==> src/design/ai5p_pkg.sv <==
// ----------------------------------------------------------------------------
// ai5p_pkg
// Shared types, constants and packing helpers for the 5-bit alphabet packer.
// ----------------------------------------------------------------------------
package ai5p_pkg;

  localparam int AlphabetSize = 31;
  localparam int CodeW        = 5;
  localparam int CfgIdxW      = 3;
  localparam int CfgDataW     = 64;
  localparam int MaxResults   = 3;

  localparam logic [CodeW-1:0] TermCode = 5'd31;

  typedef enum logic [CfgIdxW-1:0] {
    CfgChars0  = 3'd0,
    CfgChars8  = 3'd1,
    CfgChars16 = 3'd2,
    CfgChars24 = 3'd3,
    CfgCount   = 3'd4
  } cfg_idx_t;

  typedef struct packed {
    logic [7:0] packed_byte;
    logic       byte_present;
    logic       symbol_unknown;
    logic       run_last;
    logic       stream_done;
  } res_t;

  // Up to three results of one item, in delivery order, with their count.
  typedef struct packed {
    res_t [MaxResults-1:0] res;
    logic [1:0]            num;
  } pack_out_t;

  typedef struct packed {
    logic [7:0] byte_out;
    logic       emit;
    logic [6:0] bits;
    logic [2:0] cnt;
  } push_t;

  // Append one code MSB-first; split off a byte once eight bits are ready.
  function automatic push_t push_code(logic [6:0] bits, logic [2:0] cnt,
                                      logic [CodeW-1:0] code);
    logic [11:0] acc;
    logic [3:0]  tot;
    logic [2:0]  rem;
    logic [6:0]  mask;
    push_t       p;
    acc  = {bits, code};
    tot  = {1'b0, cnt} + 4'd5;
    rem  = tot[2:0];
    mask = 7'((8'd1 << rem) - 8'd1);
    p.emit     = tot[3];
    p.byte_out = tot[3] ? 8'(acc >> rem) : 8'd0;
    p.cnt      = rem;
    p.bits     = acc[6:0] & mask;
    return p;
  endfunction

endpackage

==> src/design/ai5p_if.sv <==
// ----------------------------------------------------------------------------
// ai5p channel interfaces
// Valid/ready channels for symbol requests and packed results.
// ----------------------------------------------------------------------------
interface ai5p_in_if;
  logic       valid;
  logic       ready;
  logic [7:0] symbol;
  logic       stream_end;

  modport source (output valid, output symbol, output stream_end, input ready);
  modport sink   (input valid, input symbol, input stream_end, output ready);
endinterface

interface ai5p_out_if;
  logic       valid;
  logic       ready;
  logic [7:0] packed_byte;
  logic       byte_present;
  logic       symbol_unknown;
  logic       run_last;
  logic       stream_done;

  modport source (output valid, output packed_byte, output byte_present,
                  output symbol_unknown, output run_last, output stream_done,
                  input ready);
  modport sink   (input valid, input packed_byte, input byte_present,
                  input symbol_unknown, input run_last, input stream_done,
                  output ready);
endinterface

==> src/design/ai5p_match.sv <==
// ----------------------------------------------------------------------------
// ai5p_match
// Parallel compare of a symbol against the alphabet; lowest index wins.
// ----------------------------------------------------------------------------
module ai5p_match (
  input  logic [7:0]                  alpha [ai5p_pkg::AlphabetSize],
  input  logic [ai5p_pkg::CodeW-1:0]  count,
  input  logic [7:0]                  symbol,
  output logic                        found,
  output logic [ai5p_pkg::CodeW-1:0]  code
);

  logic [ai5p_pkg::CodeW-1:0]       used;
  logic [ai5p_pkg::AlphabetSize-1:0] hit;

  assign used = (count > ai5p_pkg::CodeW'(ai5p_pkg::AlphabetSize)) ?
                ai5p_pkg::CodeW'(ai5p_pkg::AlphabetSize) : count;

  always_comb begin
    for (int i = 0; i < ai5p_pkg::AlphabetSize; i++) begin
      hit[i] = (alpha[i] == symbol) && (ai5p_pkg::CodeW'(i) < used);
    end
  end

  // Priority pick: scan from the top so the lowest hit is left standing.
  always_comb begin
    code = '0;
    for (int i = ai5p_pkg::AlphabetSize - 1; i >= 0; i--) begin
      if (hit[i]) begin
        code = ai5p_pkg::CodeW'(i);
      end
    end
  end

  assign found = |hit;

endmodule

==> src/design/ai5p_pack.sv <==
// ----------------------------------------------------------------------------
// ai5p_pack
// Bit accumulator: appends codes, flushes the terminator and pad, and lists
// the results of one request.
// ----------------------------------------------------------------------------
module ai5p_pack (
  input  logic                       clk,
  input  logic                       rst,
  input  logic                       advance,
  input  logic                       found,
  input  logic [ai5p_pkg::CodeW-1:0] code,
  input  logic                       last,
  output ai5p_pkg::pack_out_t        pout
);

  logic [6:0] pending_bits, pending_bits_next;
  logic [2:0] pending_count, pending_count_next;

  ai5p_pkg::push_t p1, p2;
  logic [6:0]      bits1;
  logic [2:0]      cnt1;
  logic [7:0]      pad_byte;
  ai5p_pkg::res_t  cand [4];
  logic [3:0]      cand_ok;
  logic [1:0]      n;

  always_comb begin
    p1    = ai5p_pkg::push_code(pending_bits, pending_count, code);
    bits1 = found ? p1.bits : pending_bits;
    cnt1  = found ? p1.cnt  : pending_count;
    p2    = ai5p_pkg::push_code(bits1, cnt1, ai5p_pkg::TermCode);
    pad_byte = 8'({1'b0, p2.bits} << (4'd8 - {1'b0, p2.cnt}));

    cand[0] = '{packed_byte: 8'd0, byte_present: 1'b0, symbol_unknown: 1'b1,
                run_last: 1'b0, stream_done: 1'b0};
    cand[1] = '{packed_byte: p1.byte_out, byte_present: 1'b1, symbol_unknown: 1'b0,
                run_last: 1'b0, stream_done: 1'b0};
    cand[2] = '{packed_byte: p2.byte_out, byte_present: 1'b1, symbol_unknown: 1'b0,
                run_last: 1'b0, stream_done: 1'b0};
    cand[3] = '{packed_byte: pad_byte, byte_present: 1'b1, symbol_unknown: 1'b0,
                run_last: 1'b0, stream_done: 1'b0};
    cand_ok = {last && (p2.cnt != 3'd0), last && p2.emit, found && p1.emit, !found};

    // Compact the candidates into delivery order.
    pout = '0;
    n    = 2'd0;
    for (int j = 0; j < 4; j++) begin
      if (cand_ok[j]) begin
        pout.res[n] = cand[j];
        n = n + 2'd1;
      end
    end
    pout.num = n;
    if (n != 2'd0) begin
      pout.res[n - 2'd1].run_last    = 1'b1;
      pout.res[n - 2'd1].stream_done = last;
    end
  end

  always_comb begin
    pending_bits_next  = pending_bits;
    pending_count_next = pending_count;
    if (advance) begin
      if (last) begin
        pending_bits_next  = '0;
        pending_count_next = '0;
      end else begin
        pending_bits_next  = bits1;
        pending_count_next = cnt1;
      end
    end
  end

  always_ff @(posedge clk) begin
    if (rst) begin
      pending_bits  <= '0;
      pending_count <= '0;
    end else begin
      pending_bits  <= pending_bits_next;
      pending_count <= pending_count_next;
    end
  end

endmodule

==> src/design/alphabet_index_5bit_packer.sv <==
// ----------------------------------------------------------------------------
// alphabet_index_5bit_packer
// Codes byte symbols as 5-bit alphabet indexes and packs them MSB-first
// into bytes, with a terminator code and zero pad at stream end.
// ----------------------------------------------------------------------------
// Path: a request waits in the input stage, its results in the result queue.
// Throughput: one request per cycle while each gives at most one result and the
//   output is ready; more results hold the single output port until all leave.
// Reset (rst, synchronous, active high): alphabet bytes clear to zero, the
//   entry count goes to 31, the bit accumulator and both stages empty.
// ----------------------------------------------------------------------------
module alphabet_index_5bit_packer (
  input  logic                          clk,
  input  logic                          rst,
  input  logic                          cfg_we,
  input  logic [ai5p_pkg::CfgIdxW-1:0]  cfg_index,
  input  logic [ai5p_pkg::CfgDataW-1:0] cfg_data,
  ai5p_in_if.sink                       items,
  ai5p_out_if.source                    results
);

  // Alphabet storage: entry e lives in register e/8, byte lane e%8.
  logic [7:0]                 alpha [ai5p_pkg::AlphabetSize];
  logic [ai5p_pkg::CodeW-1:0] count;

  // Input stage.
  logic       in_full;
  logic [7:0] sym;
  logic       sym_end;

  // Result queue: up to three results of one request, drained in order.
  ai5p_pkg::res_t [ai5p_pkg::MaxResults-1:0] q;
  logic [1:0] q_num;
  logic [1:0] q_rd;

  logic                       found;
  logic [ai5p_pkg::CodeW-1:0] code;
  ai5p_pkg::pack_out_t        pout;
  logic                       take;
  logic                       q_free;
  logic                       advance;
  logic                       accept;

  // Configuration writes; indexes beyond the list fall through untouched.
  always_ff @(posedge clk) begin
    if (rst) begin
      for (int e = 0; e < ai5p_pkg::AlphabetSize; e++) begin
        alpha[e] <= 8'd0;
      end
      count <= ai5p_pkg::CodeW'(ai5p_pkg::AlphabetSize);
    end else if (cfg_we) begin
      for (int e = 0; e < ai5p_pkg::AlphabetSize; e++) begin
        if (cfg_index == ai5p_pkg::CfgIdxW'(e / 8)) begin
          alpha[e] <= cfg_data[(e % 8) * 8 +: 8];
        end
      end
      if (cfg_index == ai5p_pkg::CfgCount) begin
        count <= cfg_data[ai5p_pkg::CodeW-1:0];
      end
    end
  end

  // Handshake: the queue frees up when empty or when its last result leaves.
  assign take    = results.valid && results.ready;
  assign q_free  = (q_num == 2'd0) || ((q_num == 2'd1) && results.ready);
  assign advance = in_full && q_free;
  assign items.ready = !in_full || advance;
  assign accept  = items.valid && items.ready;

  // Hold the request in the input stage until its results can be queued.
  always_ff @(posedge clk) begin
    if (rst) begin
      in_full <= 1'b0;
    end else if (accept) begin
      in_full <= 1'b1;
    end else if (advance) begin
      in_full <= 1'b0;
    end
  end

  always_ff @(posedge clk) begin
    if (accept) begin
      sym     <= items.symbol;
      sym_end <= items.stream_end;
    end
  end

  ai5p_match u_match (
    .alpha  (alpha),
    .count  (count),
    .symbol (sym),
    .found  (found),
    .code   (code)
  );

  ai5p_pack u_pack (
    .clk     (clk),
    .rst     (rst),
    .advance (advance),
    .found   (found),
    .code    (code),
    .last    (sym_end),
    .pout    (pout)
  );

  // Load a fresh result set on advance, otherwise advance the read pointer on a take.
  always_ff @(posedge clk) begin
    if (rst) begin
      q_num <= 2'd0;
      q_rd  <= 2'd0;
    end else if (advance) begin
      q_num <= pout.num;
      q_rd  <= 2'd0;
    end else if (take) begin
      q_num <= q_num - 2'd1;
      q_rd  <= q_rd + 2'd1;
    end
  end

  always_ff @(posedge clk) begin
    if (advance) begin
      q <= pout.res;
    end
  end

  assign results.valid          = (q_num != 2'd0);
  assign results.packed_byte    = q[q_rd].packed_byte;
  assign results.byte_present   = q[q_rd].byte_present;
  assign results.symbol_unknown = q[q_rd].symbol_unknown;
  assign results.run_last       = q[q_rd].run_last;
  assign results.stream_done    = q[q_rd].stream_done;

endmodule

==> src/flat_wrapper.sv <==
// flat-port wrapper written by rule: the top's interface ports become plain ports
module alphabet_index_5bit_packer_flat 
  (clk, rst, cfg_we, cfg_index, cfg_data, items_valid, items_symbol, items_stream_end, items_ready, results_valid, results_packed_byte, results_byte_present, results_symbol_unknown, results_run_last, results_stream_done, results_ready);
  ai5p_in_if items_i ();
  ai5p_out_if results_i ();
  input  logic clk;
  input  logic rst;
  input  logic cfg_we;
  input  logic [ai5p_pkg::CfgIdxW-1:0] cfg_index;
  input  logic [ai5p_pkg::CfgDataW-1:0] cfg_data;
  input wire logic [$bits(items_i.valid)-1:0] items_valid;
  input wire logic [$bits(items_i.symbol)-1:0] items_symbol;
  input wire logic [$bits(items_i.stream_end)-1:0] items_stream_end;
  output wire logic [$bits(items_i.ready)-1:0] items_ready;
  output wire logic [$bits(results_i.valid)-1:0] results_valid;
  output wire logic [$bits(results_i.packed_byte)-1:0] results_packed_byte;
  output wire logic [$bits(results_i.byte_present)-1:0] results_byte_present;
  output wire logic [$bits(results_i.symbol_unknown)-1:0] results_symbol_unknown;
  output wire logic [$bits(results_i.run_last)-1:0] results_run_last;
  output wire logic [$bits(results_i.stream_done)-1:0] results_stream_done;
  input wire logic [$bits(results_i.ready)-1:0] results_ready;
  assign items_i.valid = items_valid;
  assign items_i.symbol = items_symbol;
  assign items_i.stream_end = items_stream_end;
  assign items_ready = items_i.ready;
  assign results_valid = results_i.valid;
  assign results_packed_byte = results_i.packed_byte;
  assign results_byte_present = results_i.byte_present;
  assign results_symbol_unknown = results_i.symbol_unknown;
  assign results_run_last = results_i.run_last;
  assign results_stream_done = results_i.stream_done;
  assign results_i.ready = results_ready;
  alphabet_index_5bit_packer u_core (.clk(clk), .rst(rst), .cfg_we(cfg_we), .cfg_index(cfg_index), .cfg_data(cfg_data), .items(items_i), .results(results_i));
endmodule
==> config.mk <==
export PLATFORM = sky130hd
export DESIGN_NAME = alphabet_index_5bit_packer_flat
export DESIGN_NICKNAME = d
export VERILOG_FILES = /design/src/design/ai5p_pkg.sv /design/src/design/ai5p_if.sv /design/src/design/ai5p_match.sv /design/src/design/ai5p_pack.sv /design/src/design/alphabet_index_5bit_packer.sv /design/src/flat_wrapper.sv
export SDC_FILE = /design/constraint.sdc
export NUM_CORES = 1
export LEC_CHECK = 0
export ABC_AREA = 1
export BUFFER_PORTS_ARGS = -buffer_cell sky130_fd_sc_hd__buf_4
export CAP_MARGIN = 0
export CORE_MARGIN = 2
export CORE_UTILIZATION = 45
export DETAILED_ROUTE_END_ITERATION = 12
export PLACE_DENSITY = 0.65
export SLEW_MARGIN = 20
export SYNTH_ARGS = -nofsm -noshare
export SYNTH_HDL_FRONTEND = slang
export SYNTH_SLANG_ARGS = --single-unit
==> constraint.sdc <==
create_clock -name clk -period 5.9 [get_ports clk]
set_input_delay 1.18 -clock clk [delete_from_list [all_inputs] [get_ports clk]]
set_output_delay 1.18 -clock clk [all_outputs]
set_load 0.05 [all_outputs]
==> impl_results.md, run 1 <==
- CTS resizes: 0
- Antenna-violating nets left: 0
- Worst hold-check path type: reg -> reg
- First drt pass iteration count: 6
- Sequential share of the synthesized area: 40.2%
- Synth top area share: 32.4%
- Final nets: 2,455
- Post-synth EDFFs: 43
- Top post-synthesis cells by area: dfxtp_1 (32%), nor2_1 (10%), o21ai_0 (9.7%)
- Routed length per instance: 18.7 um
- Commonest non-fill, non-tap cell in the layout: nor2_1
- Inserted Clock Buffers: 36
- Synth Register Bits: around 310
- Period utilization: roughly 90%
- Final Cell Area: 18,700 sq um
- Leading area contributor after synthesis: dfxtp_1
- Status: complete, no violations
- Setup bufs post-CTS: 0
- Final estimated routing congestion in global placement: 0.885
- Post-CTS Hold Buffers: 0
- Max Cap Violations: 0
- Critical path endpoint category: register
- WL final: 53,400 um
- Largest net degree at the start of global routing: 121
- Synth warn: 0
- Commonest non-fill, non-tap cells in the layout: nor2_1 (458), nand2_1 (327), o21ai_0 (322)
- GR Util All Layers: 27.6%
- Slowest CP cell: inv_2
- Area grow syn2layout: 12.7%
- FMAX: 191 MHz
- CTS tree: done
- Initial Utilization: 45.5%
- Crit path time final: 5.23 ns
- Total grt overflow: 0
- Hold Fails Final Rpt: 0
- Via count: approximately 16,000
- Actual slew at the worst max-slew pin: 1.10 ns
- WP data required: 6.17 ns
- Via/cell ratio: 5.53
- Pwr per Cell Area: approximately 330 nW/um^2
- Most frequent CP cell: nand2_1
- Maximum vdd ir drop: 0.000215 V
- 1st-iter DRT viols: 1,275
- Crit-path max cell delay: 0.51 ns
- H-tree depth: 2
- DIE AREA: about 38,000 sq um
- Top_reg_cell synth: dfxtp_1
- Root Buffer: clkbuf_16
- Startpoint Class: register
- Setup violations, final: 0
- Setup Crit Path Kind: reg -> reg
- I/O Buffers: 94
- Die W: 196 um
- Number of diodes: 0
- P_leak: 7.67 nW
- Max transition margin: 26.9%
- CTS Buffer Depth: 3
- CTS Sinks: 311
- Async SR Flop Fraction: 0%
- Core footprint: 36,400 sq um
- Yosys cell types: 63
- CP max FO: 27
- Clock transition at the registers of the reported paths: 0.06 ns
- FILL cells: 3,632
- Post-Route Skew: 0.0150 ns
- Syn Area/Cell: 7.11 sq um
- Drc violations: 0
- Share of cells above drive strength 1: 11.3%
- Setup TNS: 0 ns
- First-pass GRT wire length: 83,300 um
- Arr. time, crit path: 5.50 ns
- Ports: 95
- Placed cell area: 17,500 sq um
- Pins over their slew limit: 0
- Cells after Synth: 2,330
- Post-synthesis cell area: 16,600 sq um
- Worst skew pair latency: 0.54 ns
- Vias in the first global route: 14,700
- Post-detail-place hpwl: 35,500 um
- Die height: about 200 um
- FP Rows: 70
- Synth Net Count: 2,428
- RSZ-0062 raised after global routing: no
- Initial antenna violation count: 0
-- kinds of logic after synthesis --
logic type | Yosys count | synth area share [%]
fa+ha+maj | 17 | 1.28
compound gates | 528 | 17.3
flops | 311 | 40.2
buf+inv | 326 | 8.13
xor+xnor | 126 | 6.71
simple gates | 1022 | 26.4
-- stage by stage --
step                      util [%]  hold slack [ns]  std cells  setup slack (ns)  total power [W]
after floorplan                  -            0.436       2330              1.85          0.00352
after global placement        48.0            0.446       2787             0.812          0.00395
after detailed placement      48.0            0.453       2787             0.733          0.00397
after CTS                     51.3            0.462       2851             0.724          0.00618
after global routing          51.3            0.473       2851             0.276          0.00644
final                         51.3            0.464       2851             0.673          0.00616
-- critical path: cells and delay by family (launching register included) --
kind	cells	cell delay [ns]
and+or+nand+nor	16	2.24
xor gates and xnor gates	1	0.20
adders and majority gates	2	0.56
DFF	1	0.45
buffers and inverters	5	1.12
AOI/OAI and AO/OA	3	0.39
-- area by class of cell --
cell class | count | area [sq um] | area share (%)
multi-input combinational | 1693 | 8590 | 46.0
sequential | 311 | 6660 | 35.6
clock buffer | 58 | 1140 | 6.13
timing repair buffer | 122 | 928 | 4.97
inverter | 193 | 734 | 3.93
tap | 468 | 586 | 3.14
clock inverter | 6 | 30.0 | 0.161
-- flip-flops by register name, indices dropped and copies added (netlist names) --
name and count:
u_core.u_pack.pending_bits 7, u_core.in_full 1, u_core.sym 8, u_core.q_rd 2, u_core.count 5, u_core.q 34
u_core.q_num 2, u_core.u_pack.pending_count 3, u_core.alpha 248, u_core.sym_end 1
-- where the power goes --
part	internal (W)	switching, W	leakage [nW]
logic	0.000481	0.00107	4.50
registers	0.00231	0.0000782	2.59
clock network	0.00132	0.000896	0.580
total	0.00411	0.00204	7.67
-- cells in the mapped netlist (all sizes together) (6+ instances only) --
cell type,instances
clkbuf,90
o22ai,24
edfxtp,43
nand4,35
ha,17
nor4,21
nor2,466
or2,46
nand3,79
inv,189
o21ai,339
xor2,73
dfxtp,268
nand2,339
buf,43
a31oi,6
xnor2,53
o2111ai,8
o211ai,9
nor3,25
a21oi,115
-- worst paths after layout --
check | startpoint | slack [ns] | cells past startpoint | end
setup / recovery | u_core.sym[7] | 0.67 | 27 | u_core.q[35]
hold / removal | u_core.alpha[46] | 0.46 | 2 | u_core.alpha[46]
hold reg to reg | u_core.alpha[46] | 0.46 | 2 | u_core.alpha[46]
setup reg to reg | u_core.sym[7] | 0.67 | 27 | u_core.q[35]
-- metal layers --
layer  track usage, %  part of all wire (%)  vias to the layer above
li1                 -                     -                     7675
met1             35.7                    43                     7432
met2             47.2                    48                      533
met3             3.97                   6.1                      113
met4             9.76                   3.2                        0
met5                0                     0                        -
Power figures use the tool's default switching activity.
==> run 2, diff against run 1 <==
BUFFER_PORTS_ARGS = not set   (was -buffer_cell sky130_fd_sc_hd__buf_4)
DONT_BUFFER_PORTS = 1   (was not set)
PLACE_DENSITY = 0.63   (was 0.65)
==> run 2 against run 1 <==
Combinational power down 9%. Clock skew up 0.00084 ns. Worst setup slack better by 0.15 ns. Routed wire length fell by 1.4%. Largest power group unchanged. Fmax increased by 3.0%. Register-to-register slack improved by 0.15 ns. Global-route usage hardly changed. Sequential share of layout area up 1.4 points. First-iteration DRC count decreased by 1.3%. Non-clock buffer count down 99. Via count shrank 2.6%.
==> impl_results.md, run 2 (synthesis gave the netlist of run 1 again) <==
- Status: complete, no violations
- Share of cells above drive strength 1: 7.44%
- Root Buffer: clkbuf_16
- CP top delay family: simple AND/OR/NAND/NOR gates
- CTS resizes: 0
- Setup bufs post-CTS: 0
- Initial antenna violation count: 2
- Setup Crit Path Kind: reg -> reg
- Hold EP: u_core.alpha[11]
- CP Depth: 29
- CTS Sinks: 311
- Largest net degree at the start of global routing: around 140
- Die W: 196 um
- Sw Ratio: 33.0%
- Arr. time, crit path: around 5.4 ns
- FILL cells: 3,663
- Post-route worst setup slack: 0.828 ns
- Clock network power share: 37.8%
- Most frequent CP cell: nand2_1
- Max transition margin: roughly 30%
- Most flops, register: u_core.alpha
- 1st-iter DRT viols: 1,258
- Inserted Clock Buffers: 36
- Multi-input logic area: 8590 sq um
- Pins over their slew limit: 0
- Startpoint Class: register
- Hold Path Cell Cnt: 2
- Critical path endpoint category: register
- Largest regs: u_core.alpha: 248 flops, u_core.q: 34 flops, u_core.sym: 8 flops
- Initial Utilization: 45.5%
- Post-detail-place hpwl: 34,800 um
- Post-CTS Hold Buffers: 0
- Hold Fails Final Rpt: 0
- RSZ-0062 raised after global routing: no
- Crit-path max cell delay: 0.45 ns
- WP data required: 6.20 ns
- First drt pass iteration count: 6
- FMAX: 197 MHz
- Worst hold-check path type: reg -> reg
- Commonest non-fill, non-tap cell in the layout: nor2_1
- Final estimated routing congestion in global placement: 0.917
- Area grow syn2layout: 8.37%
- Sequential power share: 39.1%
- Pwr per Cell Area: 340 nW/um^2
- Number of flip-flops in the largest register: about 250
- H-tree depth: 2
- CP max FO: 22
- Via count: roughly 15,000
- Post-Route Skew: between 0.015 and 0.02 ns
- Slowest CP cell: inv_2
- DP Worst Slack: between 0.8 and 0.9 ns
- FP Rows: 70
- WL final: 52,700 um
- Ports: 95
- DIE AREA: 38,400 sq um
- Max Cap Violations: 0
- Commonest non-fill, non-tap cells in the layout: nor2_1 (458), nand2_1 (327), o21ai_0 (311)
- First-pass GRT wire length: 82,600 um
- Maximum vdd ir drop: roughly 0.00022 V
- Period utilization: 86.0%
- Combinational power share: approximately 23%
- Worst skew pair latency: 0.56 ns
- Setup violations, final: 0
- Via/cell ratio: approximately 5.6
- Crit path time final: 5.07 ns
- CTS Buffer Depth: 3
- RR Endpoint: u_core.q[11]
- Reg area: roughly 6700 sq um
- Clock transition at the registers of the reported paths: 0.06 ns
- Total grt overflow: 0
- P_leak: approximately 7.2 nW
- CTS tree: done
- Actual slew at the worst max-slew pin: 1.05 ns
- Vias in the first global route: 14,800
- GR Util All Layers: 27.6%
- Buffers & Inverters on Critical Path: 6
- I/O Buffers: 0
- Setup TNS: 0 ns
- Drc violations: 0
- Die height: 196 um
- Register-to-Register Setup Slack: 0.83 ns
- Core footprint: 36,400 sq um
- Worst flop-to-flop path startpoint: u_core.sym[3]
- Final nets: ~2,400
- Antenna-violating nets left: 0
- Min-delay src: u_core.alpha[11]
- Switching power: 0.00201 W
- FF-to-FF path depth: 29
- P_int: 0.00409 W
- Routed length per instance: 19.1 um
## run 2: area by class of cell
class | instances | share of cell area (%)
clock buffer | 55 | 5.98
multi-input combinational | 1693 | 47.9
antenna | 2 | 0.0279
tap | 468 | 3.26
inverter | 193 | 4.09
timing repair buffer | 23 | 0.962
clock inverter | 10 | 0.753
sequential | 311 | 37.1
## run 2: worst max path at each step
stage	startpoint	end	slack, ns
after floorplan	u_core.sym[3]	u_core.q[8]	1.85
after detailed placement	u_core.sym[4]	u_core.q[11]	0.87
after CTS	u_core.sym[3]	u_core.q[11]	0.87
final	u_core.sym[3]	u_core.q[11]	0.83
after global placement	u_core.sym[4]	u_core.q[11]	0.98
after global routing	u_core.sym[1]	u_core.q[11]	0.27
## run 2: worst register-to-register path, delay by kind of cell (launching register included)
family                   cells  cell delay (ns)
AO/OA/AOI/OAI                4             0.34
XOR/XNOR                     1             0.21
adder cells (fa/ha/maj)      2             0.58
buffers and inverters        6             1.15
flip-flops                   1             0.41
AND/OR/NAND/NOR             16             2.11
## run 2: power by group through the flow
stage | clock network, W | registers [W] | logic [W]
floorplan | 0 | 0.00240 | 0.00111
global placement | 0 | 0.00243 | 0.00138
detailed placement | 0 | 0.00243 | 0.00140
CTS | 0.00234 | 0.00238 | 0.00140
global route | 0.00244 | 0.00240 | 0.00156
finish | 0.00231 | 0.00238 | 0.00141
## run 2: routing by layer
layer	share of wire [%]	track usage (%)	up-vias
met5	0	0	-
met1	42	33.6	7218
met2	48	47.5	502
met3	6.7	5.76	120
li1	-	-	7498
met4	3.6	11.6	0
## run 2: metrics by stage
step / hold slack [ns] / area, sq um / std cells / utilization (%) / total power (W)
floorplan: 0.436 / 16600 / 2330 / - / 0.00352
global placement: 0.446 / 16700 / 2688 / 46.0 / 0.00381
detailed placement: 0.450 / 16700 / 2688 / 46.0 / 0.00382
CTS: 0.459 / 18000 / 2753 / 49.3 / 0.00613
global route: 0.481 / 18000 / 2755 / 49.3 / 0.00640
finish: 0.456 / 18000 / 2755 / 49.3 / 0.00610
